==> config.mk <==
export PLATFORM = sky130hd
export DESIGN_NAME = ascii_integer_field_parser_unit
export DESIGN_NICKNAME = d
export VERILOG_FILES = /design/src/sv/aifp_pkg.sv /design/src/sv/aifp_char_decode.sv /design/src/sv/ascii_integer_field_parser_unit.sv
export SDC_FILE = /design/constraint.sdc
export NUM_CORES = 1
export LEC_CHECK = 0
export ABC_AREA = 1
export BUFFER_PORTS_ARGS = -buffer_cell sky130_fd_sc_hd__buf_2
export CELL_PAD_IN_SITES_DETAIL_PLACEMENT = 1
export CELL_PAD_IN_SITES_GLOBAL_PLACEMENT = 2
export CORE_ASPECT_RATIO = 1.4
export CORE_MARGIN = 4
export CORE_UTILIZATION = 29
export CTS_CLUSTER_SIZE = 12
export DETAILED_ROUTE_END_ITERATION = 6
export GPL_ROUTABILITY_DRIVEN = 0
export PLACE_DENSITY_LB_ADDON = 0.1
export SYNTH_ARGS = -nofsm -noshare
export SYNTH_HDL_FRONTEND = slang
export SYNTH_SLANG_ARGS = --single-unit
==> constraint.sdc <==
create_clock -name clk_i -period 12.55 [get_ports clk_i]
set_input_delay 3.765 -clock clk_i [delete_from_list [all_inputs] [get_ports clk_i]]
set_output_delay 3.765 -clock clk_i [all_outputs]
set_load 0.005 [all_outputs]
==> src/sv/aifp_pkg.sv <==
// ----------------------------------------------------------------------------
// aifp_pkg: shared types and helpers of the ascii integer field parser
// Base codes, character class bundle and the per-digit accumulate step.
// ----------------------------------------------------------------------------
package aifp_pkg;

  localparam int unsigned VALUE_BITS = 32;
  localparam int unsigned COUNT_BITS = 16;
  localparam int unsigned DIGIT_BITS = 5;

  // base_mode / active_base codes
  localparam logic [1:0] BASE_AUTO = 2'd0;
  localparam logic [1:0] BASE_OCT  = 2'd1;
  localparam logic [1:0] BASE_DEC  = 2'd2;
  localparam logic [1:0] BASE_HEX  = 2'd3;

  // configuration register indexes
  localparam logic REG_BASE_MODE = 1'b0;
  localparam logic REG_MAX_WIDTH = 1'b1;

  // digit value of a byte that is no digit at all
  localparam logic [DIGIT_BITS-1:0] DIGIT_NONE = 5'd16;

  typedef struct packed {
    logic                  is_space;
    logic                  is_plus;
    logic                  is_minus;
    logic                  is_zero;
    logic                  is_x;
    logic [DIGIT_BITS-1:0] digit;
  } char_class_t;

  // digit fits the radix of the given base code
  function automatic logic digit_ok(logic [DIGIT_BITS-1:0] d, logic [1:0] base);
    logic ok;
    case (base)
      BASE_OCT: ok = (d < 5'd8);
      BASE_HEX: ok = (d < 5'd16);
      default:  ok = (d < 5'd10);
    endcase
    return ok;
  endfunction

  // acc * radix + d, radix by shift-add, wraps at VALUE_BITS
  function automatic logic [VALUE_BITS-1:0] acc_step(logic [VALUE_BITS-1:0] acc,
                                                     logic [1:0] base,
                                                     logic [DIGIT_BITS-1:0] d);
    logic [VALUE_BITS-1:0] scaled;
    case (base)
      BASE_OCT: scaled = acc << 3;
      BASE_HEX: scaled = acc << 4;
      default:  scaled = (acc << 3) + (acc << 1);
    endcase
    return scaled + VALUE_BITS'(d);
  endfunction

endpackage

==> src/sv/aifp_char_decode.sv <==
// ----------------------------------------------------------------------------
// aifp_char_decode: character classifier
// Flags whitespace, sign, zero and x characters and gives the hex digit value.
// ----------------------------------------------------------------------------
module aifp_char_decode (
  input  logic [7:0]          char_i,
  output aifp_pkg::char_class_t class_o
);

  always_comb begin
    class_o.is_space = (char_i == 8'd32) || (char_i inside {[8'd9:8'd13]});
    class_o.is_plus  = (char_i == 8'h2b);
    class_o.is_minus = (char_i == 8'h2d);
    class_o.is_zero  = (char_i == 8'h30);
    class_o.is_x     = (char_i == 8'h78) || (char_i == 8'h58);
    if (char_i inside {[8'h30:8'h39]}) begin
      class_o.digit = aifp_pkg::DIGIT_BITS'(char_i - 8'h30);
    end else if (char_i inside {[8'h61:8'h66]}) begin
      class_o.digit = aifp_pkg::DIGIT_BITS'(char_i - 8'h57);
    end else if (char_i inside {[8'h41:8'h46]}) begin
      class_o.digit = aifp_pkg::DIGIT_BITS'(char_i - 8'h37);
    end else begin
      class_o.digit = aifp_pkg::DIGIT_NONE;
    end
  end

endmodule

==> src/sv/ascii_integer_field_parser_unit.sv <==
// ----------------------------------------------------------------------------
// ascii_integer_field_parser_unit: streaming scanf-style integer field parser
// Parses one signed integer per field from a byte stream, octal/dec/hex/auto.
// ----------------------------------------------------------------------------
// Usage:
//  - s_axis carries one character per transaction in tdata; tlast marks the
//    end of the stream (its character is ignored).
//  - m_axis carries one result per finished field: success, value, whether
//    the ending character was used up, and the running character count.
//    When ender_consumed is 0 the same character must be sent again.
//  - cfg writes base_mode (index 0) and max_width (index 1); cfg_ready_o is
//    always high. Write only while the parser is idle.
//  - a character is registered at the input and parsed from that register
//    when the result register can take it, and its result is registered.
//  - throughput: one character per cycle unless m_axis stalls, set by the parse
//    step (classify, shift-add accumulate, width count) between the two registers.
//  - reset: skipping-whitespace phase, base_mode 2 (decimal), max_width 0
//    (unlimited), character count 0.
//  - a stalled m_axis holds its result; one more character may sit in the
//    input register, after which s_axis_tready_o drops.
module ascii_integer_field_parser_unit (
  input  logic        clk_i,
  input  logic        rst_ni,
  // configuration write channel
  input  logic        cfg_valid_i,
  output logic        cfg_ready_o,
  input  logic        cfg_addr_i,
  input  logic [7:0]  cfg_data_i,
  // character stream
  input  logic        s_axis_tvalid_i,
  output logic        s_axis_tready_o,
  input  logic [7:0]  s_axis_tdata_i,   // char_code[7:0]
  input  logic        s_axis_tlast_i,   // end_of_input
  // result stream
  output logic        m_axis_tvalid_o,
  input  logic        m_axis_tready_i,
  // success[0], parsed_value[32:1], ender_consumed[33], chars_consumed[49:34]
  output logic [55:0] m_axis_tdata_o
);

  typedef enum logic [2:0] {
    PH_WS,
    PH_SIGNED,
    PH_ZERO,
    PH_PREFIX,
    PH_DIGITS
  } phase_e;

  localparam int unsigned VB = aifp_pkg::VALUE_BITS;
  localparam int unsigned CB = aifp_pkg::COUNT_BITS;

  // configuration
  logic [1:0] base_mode_q;
  logic [7:0] max_width_q;

  // input register
  logic       in_valid_q;
  logic [7:0] in_char_q;
  logic       in_eoi_q;

  // field state
  phase_e        ph_q, ph_d;
  logic [VB-1:0] acc_q, acc_d;
  logic          neg_q, neg_d;
  logic [1:0]    base_q, base_d;
  logic [7:0]    wl_q, wl_d;
  logic [CB-1:0] cnt_q, cnt_d;

  // result register
  logic          out_valid_q;
  logic          out_ok_q, out_ok_d;
  logic [31:0]   out_val_q, out_val_d;
  logic          out_cons_q, out_cons_d;
  logic [CB-1:0] out_cnt_q;

  logic emit;
  logic fire;

  aifp_pkg::char_class_t cls;

  aifp_char_decode u_decode (
    .char_i  (in_char_q),
    .class_o (cls)
  );

  assign cfg_ready_o     = 1'b1;
  assign fire            = in_valid_q && (!out_valid_q || m_axis_tready_i);
  assign s_axis_tready_o = !in_valid_q || fire;

  always_comb begin
    logic          go_signed;
    logic          go_digits;
    logic          take_v;
    logic [VB-1:0] val;
    ph_d       = ph_q;
    acc_d      = acc_q;
    neg_d      = neg_q;
    base_d     = base_q;
    wl_d       = wl_q;
    cnt_d      = cnt_q;
    emit       = 1'b0;
    out_ok_d   = 1'b0;
    out_cons_d = 1'b0;
    out_val_d  = '0;
    go_signed  = 1'b0;
    go_digits  = 1'b0;
    take_v     = 1'b0;
    val        = '0;

    case (ph_q)
      PH_SIGNED: go_signed = 1'b1;
      PH_ZERO: begin
        if (in_eoi_q) begin
          emit     = 1'b1;
          out_ok_d = 1'b1;
        end else if (cls.is_x) begin
          base_d = aifp_pkg::BASE_HEX;
          ph_d   = PH_PREFIX;
          take_v = 1'b1;
        end else begin
          if (base_d == aifp_pkg::BASE_AUTO) base_d = aifp_pkg::BASE_OCT;
          ph_d      = PH_DIGITS;
          go_digits = 1'b1;
        end
      end
      PH_PREFIX: begin
        if (in_eoi_q || !aifp_pkg::digit_ok(cls.digit, aifp_pkg::BASE_HEX)) begin
          emit = 1'b1;
        end else begin
          acc_d  = VB'(cls.digit);
          ph_d   = PH_DIGITS;
          take_v = 1'b1;
        end
      end
      PH_DIGITS: go_digits = 1'b1;
      default: begin
        if (in_eoi_q) begin
          emit = 1'b1;
        end else if (cls.is_space) begin
          if (cnt_q != {CB{1'b1}}) cnt_d = cnt_q + 1'b1;
        end else begin
          // field starts: sample configuration
          acc_d  = '0;
          neg_d  = 1'b0;
          base_d = base_mode_q;
          wl_d   = max_width_q;
          if (cls.is_plus || cls.is_minus) begin
            neg_d  = cls.is_minus;
            ph_d   = PH_SIGNED;
            take_v = 1'b1;
          end else begin
            go_signed = 1'b1;
          end
        end
      end
    endcase

    if (go_signed) begin
      if (in_eoi_q) begin
        emit = 1'b1;
      end else if (cls.is_zero &&
                   (base_d == aifp_pkg::BASE_AUTO || base_d == aifp_pkg::BASE_HEX)) begin
        acc_d  = '0;
        ph_d   = PH_ZERO;
        take_v = 1'b1;
      end else begin
        if (base_d == aifp_pkg::BASE_AUTO) base_d = aifp_pkg::BASE_DEC;
        if (!aifp_pkg::digit_ok(cls.digit, base_d)) begin
          emit = 1'b1;
        end else begin
          acc_d  = VB'(cls.digit);
          ph_d   = PH_DIGITS;
          take_v = 1'b1;
        end
      end
    end

    if (go_digits) begin
      if (in_eoi_q || !aifp_pkg::digit_ok(cls.digit, base_d)) begin
        emit     = 1'b1;
        out_ok_d = 1'b1;
      end else begin
        acc_d  = aifp_pkg::acc_step(acc_d, base_d, cls.digit);
        take_v = 1'b1;
      end
    end

    // width limit counts every consumed character of the field
    if (take_v) begin
      if (cnt_q != {CB{1'b1}}) cnt_d = cnt_q + 1'b1;
      if (wl_d != 8'd0) begin
        wl_d = wl_d - 8'd1;
        if (wl_d == 8'd0) begin
          emit       = 1'b1;
          out_cons_d = 1'b1;
          out_ok_d   = (ph_d == PH_ZERO) || (ph_d == PH_DIGITS);
        end
      end
    end

    if (emit) begin
      val = neg_d ? (~acc_d + 1'b1) : acc_d;
      if (out_ok_d) out_val_d = 32'(signed'(val));
      ph_d   = PH_WS;
      acc_d  = '0;
      neg_d  = 1'b0;
      base_d = base_mode_q;
      wl_d   = max_width_q;
    end
  end

  always_ff @(posedge clk_i or negedge rst_ni) begin
    if (!rst_ni) begin
      base_mode_q <= aifp_pkg::BASE_DEC;
      max_width_q <= 8'd0;
      in_valid_q  <= 1'b0;
      ph_q        <= PH_WS;
      acc_q       <= '0;
      neg_q       <= 1'b0;
      base_q      <= aifp_pkg::BASE_DEC;
      wl_q        <= 8'd0;
      cnt_q       <= '0;
      out_valid_q <= 1'b0;
    end else begin
      if (cfg_valid_i) begin
        case (cfg_addr_i)
          aifp_pkg::REG_BASE_MODE: base_mode_q <= cfg_data_i[1:0];
          aifp_pkg::REG_MAX_WIDTH: max_width_q <= cfg_data_i;
          default: ;
        endcase
      end
      if (s_axis_tvalid_i && s_axis_tready_o) begin
        in_valid_q <= 1'b1;
      end else if (fire) begin
        in_valid_q <= 1'b0;
      end
      if (fire) begin
        ph_q   <= ph_d;
        acc_q  <= acc_d;
        neg_q  <= neg_d;
        base_q <= base_d;
        wl_q   <= wl_d;
        cnt_q  <= cnt_d;
        out_valid_q <= emit;
      end else if (m_axis_tready_i) begin
        out_valid_q <= 1'b0;
      end
    end
  end

  // payload registers
  always_ff @(posedge clk_i) begin
    if (s_axis_tvalid_i && s_axis_tready_o) begin
      in_char_q <= s_axis_tdata_i;
      in_eoi_q  <= s_axis_tlast_i;
    end
    if (fire && emit) begin
      out_ok_q   <= out_ok_d;
      out_val_q  <= out_val_d;
      out_cons_q <= out_cons_d;
      out_cnt_q  <= cnt_d;
    end
  end

  assign m_axis_tvalid_o = out_valid_q;
  assign m_axis_tdata_o  = {6'd0, out_cnt_q, out_cons_q, out_val_q, out_ok_q};

endmodule

# ---- After elaboration in Yosys (flattened, before gate mapping)
# Index checks and enable logic that the tools add are counted.
dict set report op_classes {
  n_addsub 8
  magnitude_cmp 11
  eq_ne 18
  muxes 111
  n_bitwise 2
  reduce_logical 36
}
# operator n
set ops {}
lappend ops {{$mux 32} 13}
lappend ops {{$pmux 32 s2} 2}
lappend ops {{$mux 16} 6}
lappend ops {{$mux 1} 49}
lappend ops {{$mux 8} 6}
lappend ops {{$mux 3} 11}
lappend ops {{$add 32x1->32 const B} 1}
lappend ops {{$add 32x32->32} 1}
lappend ops {{$add 32x5->32} 1}
lappend ops {{$eq 8x6->1 const B} 4}
lappend ops {{$not 32->32} 1}
lappend ops {{$mux 2} 13}
lappend ops {{$add 16x1->16 const B} 1}
lappend ops {{$eq 8x7->1 const B} 2}
lappend ops {{$ge 8x7->1 const B} 2}
lappend ops {{$le 8x7->1 const B} 2}
lappend ops {{$ne 16x16->1 const B} 1}
lappend ops {{$mux 5} 3}
lappend ops {{$sub 5x5->5 const B} 3}
lappend ops {{$lt 5x4->1 const B} 2}
lappend ops {{$pmux 1 s2} 5}
lappend ops {{$eq 3x2->1 const B} 3}
lappend ops {{$logic_or 1x1->1} 9}
lappend ops {{$pmux 3 s3} 1}
lappend ops {{other kinds (23)} 44}
dict set report word_totals {
  reg_bits 133
  inputBits 23
  output_inout_bits 59
  wordCells 202
}

# ---- Logic depth before layout (Yosys ltp)
dict set report logic_depth {
  ltp_word 31
  mapped_depth 54
  depth_no_buf 52
}

# ---- By module
# A second synthesis with hierarchy kept.
dict set report unflattened {
  cells_unflattened 1763
  hier_area_um2 11815.1
}
# mod instances cells_each area_each_um2 seq_area_each_um2
set by_module_without_submodules {}
lappend by_module_without_submodules {ascii_integer_field_parser_unit 1 1709 11537.3 3626.0}
lappend by_module_without_submodules {aifp_char_decode 1 54 277.8 0.0}

# ---- Worst setup path before layout
# No wires, ideal clock.
dict set report synth_timing {
  path_type {in2out}
  startpoint {input port m_axis_tready_i}
  endpoint {output port s_axis_tready_o}
  t_arrival_ns 3.914
  required_ns 8.785
  setup_slack_ns 4.871
  stages 2
  path_buffers 0
  cell_sequence {inv_1 > nand3_1}
}
dict set report synth_via {
  elab_chain_len 3
}
# item line_no
set synth_lines {}
lappend synth_lines {{start, declared} ascii_integer_field_parser_unit.sv:36} ;# input logic m_axis_tready_i,
lappend synth_lines {{$logic_or 1x1->1} ascii_integer_field_parser_unit.sv:87} ;# assign fire = in_valid_q && (!out_valid_q || m_axis_tready_i);
lappend synth_lines {{$logic_and 1x1->1} ascii_integer_field_parser_unit.sv:87}
lappend synth_lines {{$logic_or 1x1->1} ascii_integer_field_parser_unit.sv:88} ;# assign s_axis_tready_o = !in_valid_q || fire;
lappend synth_lines {{end, declared} ascii_integer_field_parser_unit.sv:31} ;# output logic s_axis_tready_o,
# No other way between the ends.

# ---- Worst setup path after layout
dict set report layout_timing {
  startpoint {register in_char_q[1]}
  endpoint {register out_val_q[22] (data pin)}
}
dict set report layout_via {
  elab_chain_len 30
  word_cells_on_any_way 140
  cone_classes {add/sub (7); order compare (11); eq/ne (13); mux (90); bitwise (1); reduce/logical (18)}
}
# item line_no
set layout_lines {}
lappend layout_lines {{start, declared} ascii_integer_field_parser_unit.sv:58} ;# logic [7:0] in_char_q;
lappend layout_lines {{start signal, assigned} ascii_integer_field_parser_unit.sv:254} ;# in_char_q <= s_axis_tdata_i;
lappend layout_lines {{$ge 8x4->1 / $le 8x4->1 (equally long branches)} aifp_char_decode.sv:11} ;# class_o.is_space = (char_i == 8'd32) || (char_i inside {[8'd9:8'd13]});
lappend layout_lines {{$logic_and 1x1->1} aifp_char_decode.sv:11}
lappend layout_lines {{$logic_or 1x1->1} aifp_char_decode.sv:11}
lappend layout_lines {{$mux 2} ascii_integer_field_parser_unit.sv:139} ;# end else if (cls.is_space) begin
lappend layout_lines {{$mux 2} ascii_integer_field_parser_unit.sv:137} ;# if (in_eoi_q) begin
lappend layout_lines {{$pmux 2 s2} ascii_integer_field_parser_unit.sv:110} ;# case (ph_q)
lappend layout_lines {{$logic_not 2->1} {ascii_integer_field_parser_unit.sv:162, ascii_integer_field_parser_unit.sv:167}}
lappend layout_lines {{$mux 2} ascii_integer_field_parser_unit.sv:167} ;# if (base_d == aifp_pkg::BASE_AUTO) base_d = aifp_pkg::BASE_DEC;
lappend layout_lines {{[... 14 more ...]} -}
lappend layout_lines {{$mux 32} ascii_integer_field_parser_unit.sv:179} ;# if (in_eoi_q || !aifp_pkg::digit_ok(cls.digit, base_d)) begin
lappend layout_lines {{$mux 32} ascii_integer_field_parser_unit.sv:178} ;# if (go_digits) begin
lappend layout_lines {{$add 32x5->32} aifp_pkg.sv:54} ;# return scaled + VALUE_BITS'(d);
lappend layout_lines {{$mux 32} ascii_integer_field_parser_unit.sv:179}
lappend layout_lines {{$mux 32} ascii_integer_field_parser_unit.sv:178}
lappend layout_lines {{$not 32->32} ascii_integer_field_parser_unit.sv:202} ;# val = neg_d ? (~acc_d + 1'b1) : acc_d;
lappend layout_lines {{$add 32x1->32} ascii_integer_field_parser_unit.sv:202}
lappend layout_lines {{$mux 32} ascii_integer_field_parser_unit.sv:202}
lappend layout_lines {{end signal, assigned} ascii_integer_field_parser_unit.sv:259} ;# out_val_q <= out_val_d;
lappend layout_lines {{end, declared} ascii_integer_field_parser_unit.sv:72} ;# logic [31:0] out_val_q, out_val_d;
# Several ways; a longest one is shown, not always the timed one. The select of a mux whose other input is x is not followed.
# A chain may end at the register's enable or synchronous reset.

==> impl.org <==
** Synth
- Summed over all instances, the cell type with the most area after synthesis is dfrtp_1.
- Syn Inst Count :: 1,704
- The synthesized design contains 133 register bits.
- Most common cell in the synthesized netlist :: nand2_1
- The most used flip-flop cell after synthesis is dfrtp_1.
- The share of synthesized area in the top cell type comes to 15.3%.
- For this run, the number of Yosys warnings is 0.
- Share of the yosys chip area belonging to registers :: 30.7%
- Leading post-synthesis cells by instance count :: 455 x nand2_1, 204 x inv_1, 157 x nor2_1, 133 x nand3_1, 84 x o21ai_0
- Of all flip-flops after synthesis, the portion carrying an async set or reset was 55.6%.
- Distinct cell type count after synthesis :: 64
- Post-synth EDFFs :: 59
- The synthesized netlist occupies a cell area of 11,800 sq um.
- Mean post-synth cell area :: 6.93 sq um
- Top post-synthesis cells by area :: dfrtp_1 15%, edfxtp_1 15%, nand2_1 14%

** Global route
- Global Route Usage Sum :: 19.5%
- The first global-routing pass estimated 67.3 mm of wire.
- Maximum number of pins on one net before global-route repair :: 63
- Summed over all layers, the global routing overflow is 0.
- Via count of the first global-routing pass :: 12,149
- Initial antenna violation count :: 0

** Worst setup path
- The most numerous cell type found on the critical path is nand2_1.
- STA puts the critical path data required time at 12.74 ns.
- CP max stage cell :: edfxtp_1
- Type of element capturing the critical path :: flop
- The worst setup path is launched from a flop.
- Top fanout value on the critical path :: 32
- Data on the critical path arrives at its endpoint at 8.14 ns.
- Setup CP Type :: reg -> reg
- CP peak stage delay :: 0.46 ns

** Timing
- Time the worst path needs with I/O delays and setup :: 7.95 ns
- The final max-slew violation count is 0.
- Setup repair after global routing left no endpoint under its margin.
- Maximum clock rate :: 126 MHz
- Setup slack on the critical path of the routed design comes to 4.60 ns.
- Worst-Margin Slew :: 0.886 ns
- Worst Clk Skew :: 0.0140 ns
- Setup violations remaining at the end of the flow were counted as 0.
- The number of failing hold endpoints at the final stage is 0.
- Total Neg Setup Slack :: 0 ns
- Measured against its own limit, the worst slew margin works out to 40.8%.
- Portion of the clock cycle consumed by the worst path in the final layout :: 63.3%

** Detailed routing
- Total DRC errors in the routed layout :: 0
- The count of nets left with antenna violations once routing finished came out at 0.
- DRT Wirelength :: 42.1 mm
- Wire per inst :: 18.2 microns
- Via count :: 11,340
- Detailed Route Iter0 Violations :: 480
- Number of iterations in the first detailed-routing pass :: 5
- Using the TritonRoute via totals, the vias-per-cell ratio works out to 4.91.

** Clock tree
- Buffer depth of the longest clock path :: 2
- Clk root buf :: clkbuf_16
- In this run, CTS created clock tree buffers numbering 17.
- Number of H-tree levels :: 4
- Number of buffers inserted to repair setup after CTS :: 0
- CTS tree :: done
- Once the clock tree was built, the resizer swapped 0 gates to a different size.
- Sinks on Clock Net :: 133
- Hold-fix buffers, CTS :: 0
- Clock-pin slew was measured on the worst setup and hold paths at 0.06 ns.
- Worst skew pair latency :: 0.45 ns

** Floorplanning
- In this run the count of I/O pins placed on the die edge is 82.
- Die width :: 179 microns
- Measured along the y axis, the die boundary spans 247 microns.
- The core region is 40,300 sq um.
- # rows :: 87
- The floorplan step defined a die boundary enclosing 44,100 sq um.
- Starting Density :: 29.3%

** Finish
- Antenna Diode Count :: 0
- Layout cell share with drive strength beyond 1 :: 16.2%
- Multi-input combinational cell area :: 7000 sq um
- Register Area :: 3630 sq um
- The final layout contains 1,831 nets.
- Compared with the post-synthesis result, the final layout area differs by 11.8%.
- The layout has 5,161 filler cells.

** Pwr
- Leakage :: 6.22 nW
- PD cells :: 137 nW/um^2
- VDD sags by at most 0.0971 mV.

** Placement
- Detailed placement HPWL :: 33.9 mm
- Port Buffer Count :: 74
- Worst slack, placed :: 4.47 ns

** Hold path
- Path category of the worst min-delay check :: reg -> reg

** Status
- Status :: complete, no violations

** Run
- Max-cap violations :: 0
==> cell type report <==
class	instances	share of cell area [%]
Sequential cell	133	27.5
Multi-Input combinational cell	1287	53.0
Timing Repair Buffer	83	3.34
Clock inverter	15	0.995
Tap cell	534	5.06
Inverter	240	6.88
Clock buffer	17	3.22
==> where the power goes <==
group | switching, W | internal (W) | leakage, nW
Sequential | 0.0000481 | 0.000561 | 1.56
Combinational | 0.000500 | 0.000215 | 4.38
Clock | 0.000213 | 0.000273 | 0.276
Total | 0.000760 | 0.00105 | 6.22
==> layout by cell type (no fill, tap or decap), types with 30 or more instances in the layout <==
master | netlist | routed
nor2_1 | 157 | 157
ha_1 | 44 | 44
nand2_1 | 455 | 454
a21oi_1 | 74 | 74
o22ai_1 | 40 | 40
nand2_2 | 29 | 30
inv_1 | 204 | 204
inv_2 | 32 | 32
o21ai_0 | 84 | 84
nand4_1 | 35 | 35
dfrtp_1 | 72 | 72
nand3_1 | 133 | 133
buf_2 | 11 | 73
edfxtp_1 | 59 | 59
==> per-stage QoR <==
step	area [sq um]	cells	power (W)	util (%)	hold slack (ns)
finish	13200	2309	0.00181	32.8	0.498
global placement	12600	2277	0.00134	31.4	0.463
global route	13200	2309	0.00195	32.8	0.526
CTS	13200	2309	0.00184	32.8	0.500
detailed placement	12600	2277	0.00135	31.4	0.483
floorplan	11800	1709	0.00113	-	0.448
==> routing by layer <==
layer | vias to the layer above | track usage [%] | routed length (microns)
met2 | 129 | 37.2 | 22700
li1 | 5697 | - | -
met1 | 5481 | 22.8 | 17900
met5 | - | 0 | 0
met4 | 0 | 5.24 | 743
met3 | 33 | 2.13 | 845
==> critical path, delay by kind of cell, from the launching register on <==
| family | cells | cell delay, ns |
|---|---|---|
| buffers and inverters | 5 | 0.56 |
| AND/OR/NAND/NOR | 27 | 3.69 |
| adder cells (fa/ha/maj) | 4 | 1.21 |
| flip-flops | 1 | 0.46 |
| AO/OA/AOI/OAI | 7 | 1.60 |
| XOR/XNOR | 1 | 0.15 |
==> registers in the layout (all words and copies together), names as in the netlist, 2 cells and up <==
signal       flops
acc_q           32
base_mode_q      2
base_q           2
cnt_q           16
in_char_q        8
max_width_q      8
out_cnt_q       16
out_val_q       32
ph_q             3
wl_q             8
==> kinds of logic (layout without fill, tap and decap cells) <==
group,count (synthesis),count (layout),share of synthesized area (%)
compound gates,248,248,12.1
other cells,2,7,0.0636
buf+inv,289,355,10.2
mux,9,9,0.911
simple gates,936,936,38.0
xor+xnor,41,41,3.04
flops,133,133,30.7
fa+ha+maj,46,46,5.00
==> worst paths after layout <==
| check | slack (ns) | start | to | cells past startpoint |
|---|---|---|---|---|
| max | 4.60 | in_char_q[1] | out_val_q[22] | 44 |
| min | 0.50 | wl_q[1] | wl_q[1] | 2 |
| max reg2reg | 4.60 | in_char_q[1] | out_val_q[22] | 44 |
| min reg2reg | 0.50 | wl_q[1] | wl_q[1] | 2 |
| max in group asynchronous | 8.24 | rst_ni | acc_q[24] | 2 |
| min in group asynchronous | 3.23 | rst_ni | in_valid_q | 1 |
Power figures use the tool's default switching activity.
